<file path="src/hw/rtl/lfa_pkg.sv">
`default_nettype none

package lfa_pkg;

  localparam int ID_W   = 15;
  localparam int WORD_W = 64;
  localparam int OFF_W  = 6;

  typedef enum logic [2:0] {
    ST_CLEAR,
    ST_IDLE,
    ST_READ,
    ST_EVAL,
    ST_DONE
  } lfa_state_e;

  typedef enum logic {
    OP_ALLOC   = 1'b0,
    OP_RELEASE = 1'b1
  } lfa_op_e;

  typedef struct packed {
    logic             found;
    logic [OFF_W-1:0] idx;
  } lfa_hit_t;

endpackage

`default_nettype wire

</file>
<file path="src/hw/rtl/lfa_word_search.sv">
`default_nettype none

module lfa_word_search import lfa_pkg::*; #(
  parameter logic [WORD_W-1:0] LimitMask = '1
) (
  input  wire logic [WORD_W-1:0] word_i,
  input  wire logic [OFF_W-1:0]  lo_i,
  input  wire logic              last_i,
  output lfa_hit_t               hit_o
);

  logic [WORD_W-1:0] free;

  assign free = ~word_i & ({WORD_W{1'b1}} << lo_i) & (last_i ? LimitMask : {WORD_W{1'b1}});

  always_comb begin
    hit_o = '0;
    for (int b = WORD_W - 1; b >= 0; b--) begin
      if (free[b]) begin
        hit_o.found = 1'b1;
        hit_o.idx   = OFF_W'(b);
      end
    end
  end

endmodule

`default_nettype wire

</file>
<file path="config.mk">
export PLATFORM = sky130hd
export DESIGN_NAME = lfa_word_search
export DESIGN_NICKNAME = d
export VERILOG_FILES = /design/src/hw/rtl/lfa_pkg.sv /design/src/hw/rtl/lfa_word_search.sv
export SDC_FILE = /design/constraint.sdc
export NUM_CORES = 1
export LEC_CHECK = 0
export ABC_AREA = 0
export BUFFER_PORTS_ARGS = -buffer_cell sky130_fd_sc_hd__buf_4
export CORE_ASPECT_RATIO = 1.4
export CORE_MARGIN = 3
export CORE_UTILIZATION = 49
export DETAILED_ROUTE_END_ITERATION = 12
export PLACE_DENSITY = 0.85
export RECOVER_POWER = 25
export SYNTH_ARGS = -nofsm -noshare
export SYNTH_HDL_FRONTEND = slang
export SYNTH_SLANG_ARGS = --single-unit
</file>
<file path="constraint.sdc">
create_clock -name vclk -period 1.7
set_input_delay 0.17 -clock vclk [all_inputs]
set_output_delay 0.17 -clock vclk [all_outputs]
set_load 0.1 [all_outputs]
</file>
==> impl_metrics.ini, run 1 <==
[yosys]
synth_cell_type_count = 77
synth_xor_area_share_pct = 0
yosys.area_share.simple_pct = 32.0
synthAdderAreaFrac_pct = 0
synthMuxAreaShare_pct = 0
synth.net_count = 421
avgSynthCellArea_um2 = 6.50
synth_area_um2 = 2270
synth_top_family_by_area = compound AO/OA/AOI/OAI gates
ys_warn_count = 0
ys_seq_area_share_pct = 0
synthCells = 350
synth_compound_area_share_pct = 57.1

[cts]
cts_setup_buffers = 8
cts_resized = 79
postCtsHoldBufs = 0

[die]
die_width_um = 63.6
row_count = 28
die_y_um = 86.6
start_util_pct = 52.3
pin_count = 78

[placed_design]
placed_area_um2 = 3800
hpwl_um = 9200
gp_congestion = 1.08
dp_worst_setup_slack_ns = -0.900
port_buffers = 77

[run_status]
firstError = [ERROR DPL-0033] detailed placement checks failed during check placement.
haltStage = clock tree synthesis
status = did not finish
stage by stage:
| stage | utilization (%) | std cells |
|---|---|---|
| floorplan | - | 350 |
| global placement | 87.5 | 572 |
| detailed placement | 87.5 | 572 |
kinds of logic after synthesis:
family	after synthesis
buffers and inverters	39
and+or+nand+nor	128
AOI/OAI and AO/OA	183
cell usage after synthesis (all sizes together), types with 8 or more instances:
library cell	number	area share [%]
a211oi	9	3.6
inv	10	1.7
nor2	35	6.1
o21ai	30	6.6
a21oi	46	10
o22ai	9	2.5
o21a	8	2.6
or2	8	2.3
nand2	23	3.8
buf	28	9.1
nor3	13	3.1
a21o	13	4.6
==> run 2: changes to the inputs <==
--- a/config.mk
+++ b/config.mk
@@ -7,11 +7,10 @@
 export LEC_CHECK = 0
 export ABC_AREA = 0
 export BUFFER_PORTS_ARGS = -buffer_cell sky130_fd_sc_hd__buf_4
-export CORE_ASPECT_RATIO = 1.4
 export CORE_MARGIN = 3
-export CORE_UTILIZATION = 49
+export CORE_UTILIZATION = 37
 export DETAILED_ROUTE_END_ITERATION = 12
-export PLACE_DENSITY = 0.85
+export PLACE_DENSITY_LB_ADDON = 0.15
 export RECOVER_POWER = 25
 export SYNTH_ARGS = -nofsm -noshare
 export SYNTH_HDL_FRONTEND = slang
==> constraint.sdc (replaced) <==
create_clock -name vclk -period 2.2
set_input_delay 0.22 -clock vclk [all_inputs]
set_output_delay 0.22 -clock vclk [all_outputs]
set_load 0.1 [all_outputs]
==> run 2 against run 1 <==
The flow now finishes, with violations (setup timing). Synthesized cell count stayed put. Synthesized area stayed put.
==> impl_metrics.ini, run 2 <==
[run_status]
status = complete, but fails checks
violations = setup timing

[worst_setup_path]
critPathCaptureType = output port
critPathMaxFanout = 7
worstPathArrival_ns = 2.19
critPathMostFrequentCell = buf_12
crit_family = compound AO/OA/AOI/OAI gates
critPathLaunchType = primary input
critPathLaunch = lo_i[1]
cp.required_ns = 1.98
cp_num_buf_inv = 4
crit_slowest_cell = nor4b_2
cp_num_cells = 11
crit_type = in2out
cp_slowest_stage_delay_ns = 0.34
worstPathCellList = buf_12 > buf_12 > buf_8 > a21o_1 > o211ai_1 > a21oi_2 > nor4b_2 > o211a_1 > o21ai_2 > a211oi_4 > buf_12

[sta]
finalSetupViolCount = 6
period_share_pct = 109
min_period_ns = 2.41
max_slew_margin_pct = 70.0
final_hold_viol_count = 0
drv_slew = 0
tightest_slew_ns = 0.447
finalWorstSetupSlack_ns = -0.207
rsz0062_at_grt = yes
max_freq_mhz = 415

[pwr]
power_frac_comb_pct = 100.0
irDropWorstVdd_v = 0.000375
switchingPower_mw = 0.611
clockPowerShare_pct = 0
switching_share_pct = 51.5
power_density_nw_per_um2 = 268
power.leakage_nw = 1.95
seqPwrFrac_pct = 0
p_int_mw = 0.576

[layout]
diodes = 0
seq_area_um2 = 0
seq_cells = 0
drive_gt1_share_pct = 54.7
nNetsFinal = 587
final_common_cell = buf_4
finish.instance_area_um2 = 4440
final_cell_mix = buf_4, a21oi_1, nor2_1, nand2_1, o21ai_0
clkbuf_count = 0
area.growth.synth_to_final_pct = 95.1

[routing]
drtPass1Iterations = 5
wl_um = 11400
wl_met1_um = 4640
wl_met3_um = 829
vias_per_cell = 6.24
drt_iter0_drc = 294
ant_nets = 0
drc_errors = 0
wl_per_cell_um = 19.5
wl_met2_um = 5560
via_count = 3657
top_layer_used = met4

[placed_design]
dp_worst_setup_slack_ns = -0.402
hpwl_um = 8250
gp_congestion = 0.960
port_buffers = 77
placed_area_um2 = 3670

[yosys]
ys_warn_count = 0
ys_seq_area_share_pct = 0
synth_area_um2 = 2270
netlist.area_leader.share_pct = 10.1
avgSynthCellArea_um2 = 6.50
yosys-top-cells-area = a21oi_1, nor2_1, o21ai_0
synth_cell_type_count = 77
yosysTopAreaCell = a21oi_1
synth_common_cells = a21oi_1, nor2_1, o21ai_0, nand2_1
yosysMostFrequentCell = a21oi_1
synthCells = 350
synth.net_count = 421

[global_route]
gr-total-overflow = 0
grt_pass1_vias = 3581
grt.total_usage_pct = 30.3
antenna_found_initial = 0
grt_pass1_wl_um = 17800
grt_max_degree = 21

[die]
core_area_um2 = 5710
die_width_um = 84.4
fp.dieArea_um2 = 7120
die_y_um = 84.4
start_util_pct = 39.8
pin_count = 78
row_count = 27

[hold_path]
hold_end = hit_o[5]
hold_depth = 6
hold_path.startpoint = word_i[31]
hold_class = in2out

[cts]
postCtsHoldBufs = 0

[run]
maxCapViolCount = 0
run 2: cell counts after synthesis:
No cell type changed its count.
run 2: worst min-delay path, cell delays in order:
cell     delay [ns]
buf_4          0.12
a41oi_2        0.17
nor2_1         0.09
nand2_2        0.10
nor3b_4        0.06
buf_12         0.15
run 2: power groups by stage:
stage,logic [mW],clock network [mW],registers (mW)
5_1_grt,1.25,0,0
3_5_place_dp,0.942,0,0
6_report,1.19,0,0
4_1_cts,1.14,0,0
3_3_place_gp,0.936,0,0
2_1_floorplan,0.569,0,0
run 2: routing by layer:
layer / track usage (%) / vias to the layer above
li1: - / 1712
met1: 37.9 / 1719
met2: 54.8 / 186
met3: 3.73 / 40
met4: 7.19 / 0
met5: 0 / -
run 2: layout make-up:
| cell class | count | area, um^2 |
|---|---|---|
| multi-input cells | 311 | 2500 |
| repair buffers | 193 | 1810 |
| fillers | 414 | 1270 |
| well taps | 72 | 90.1 |
| inverters | 10 | 37.5 |
run 2: worst max path at each step:
stage                     to  slack [ns]
floorplan           hit_o[0]       -0.32
global route        hit_o[0]       -0.26
CTS                 hit_o[0]       -0.16
global placement    hit_o[0]       -0.40
finish              hit_o[0]       -0.21
detailed placement  hit_o[0]       -0.40
run 2: cells by family after synthesis:
group | share of synthesized area (%)
AND/OR/NAND/NOR | 32.0
buffers and inverters | 10.9
AO/OA/AOI/OAI | 57.1
run 2: timing repair:
| action | 4_1_cts | 5_1_grt |
|---|---|---|
| gates cloned | 4 | 1 |
| buffers inserted | 12 | 2 |
| pin swaps | 60 | 21 |
| setup endpoints to repair | 7 | 7 |
| gates resized for setup | 111 | 15 |
| endpoints found under the hold margin | 0 | 0 |
run 2: through the flow:
stage / setup TNS [ns] / total power [mW] / utilization (%) / instances / hold slack (ns)
CTS: -0.428 / 1.14 / 76.1 / 583 / 1.10
global placement: -1.98 / 0.936 / 64.3 / 569 / 1.15
floorplan: -1.09 / 0.569 / - / 350 / 0.829
global route: -0.994 / 1.25 / 77.7 / 586 / 1.17
finish: -0.582 / 1.19 / 77.7 / 586 / 1.13
detailed placement: -2.08 / 0.942 / 64.3 / 569 / 1.15
No activity file was read; power rests on OpenSTA's default activity.
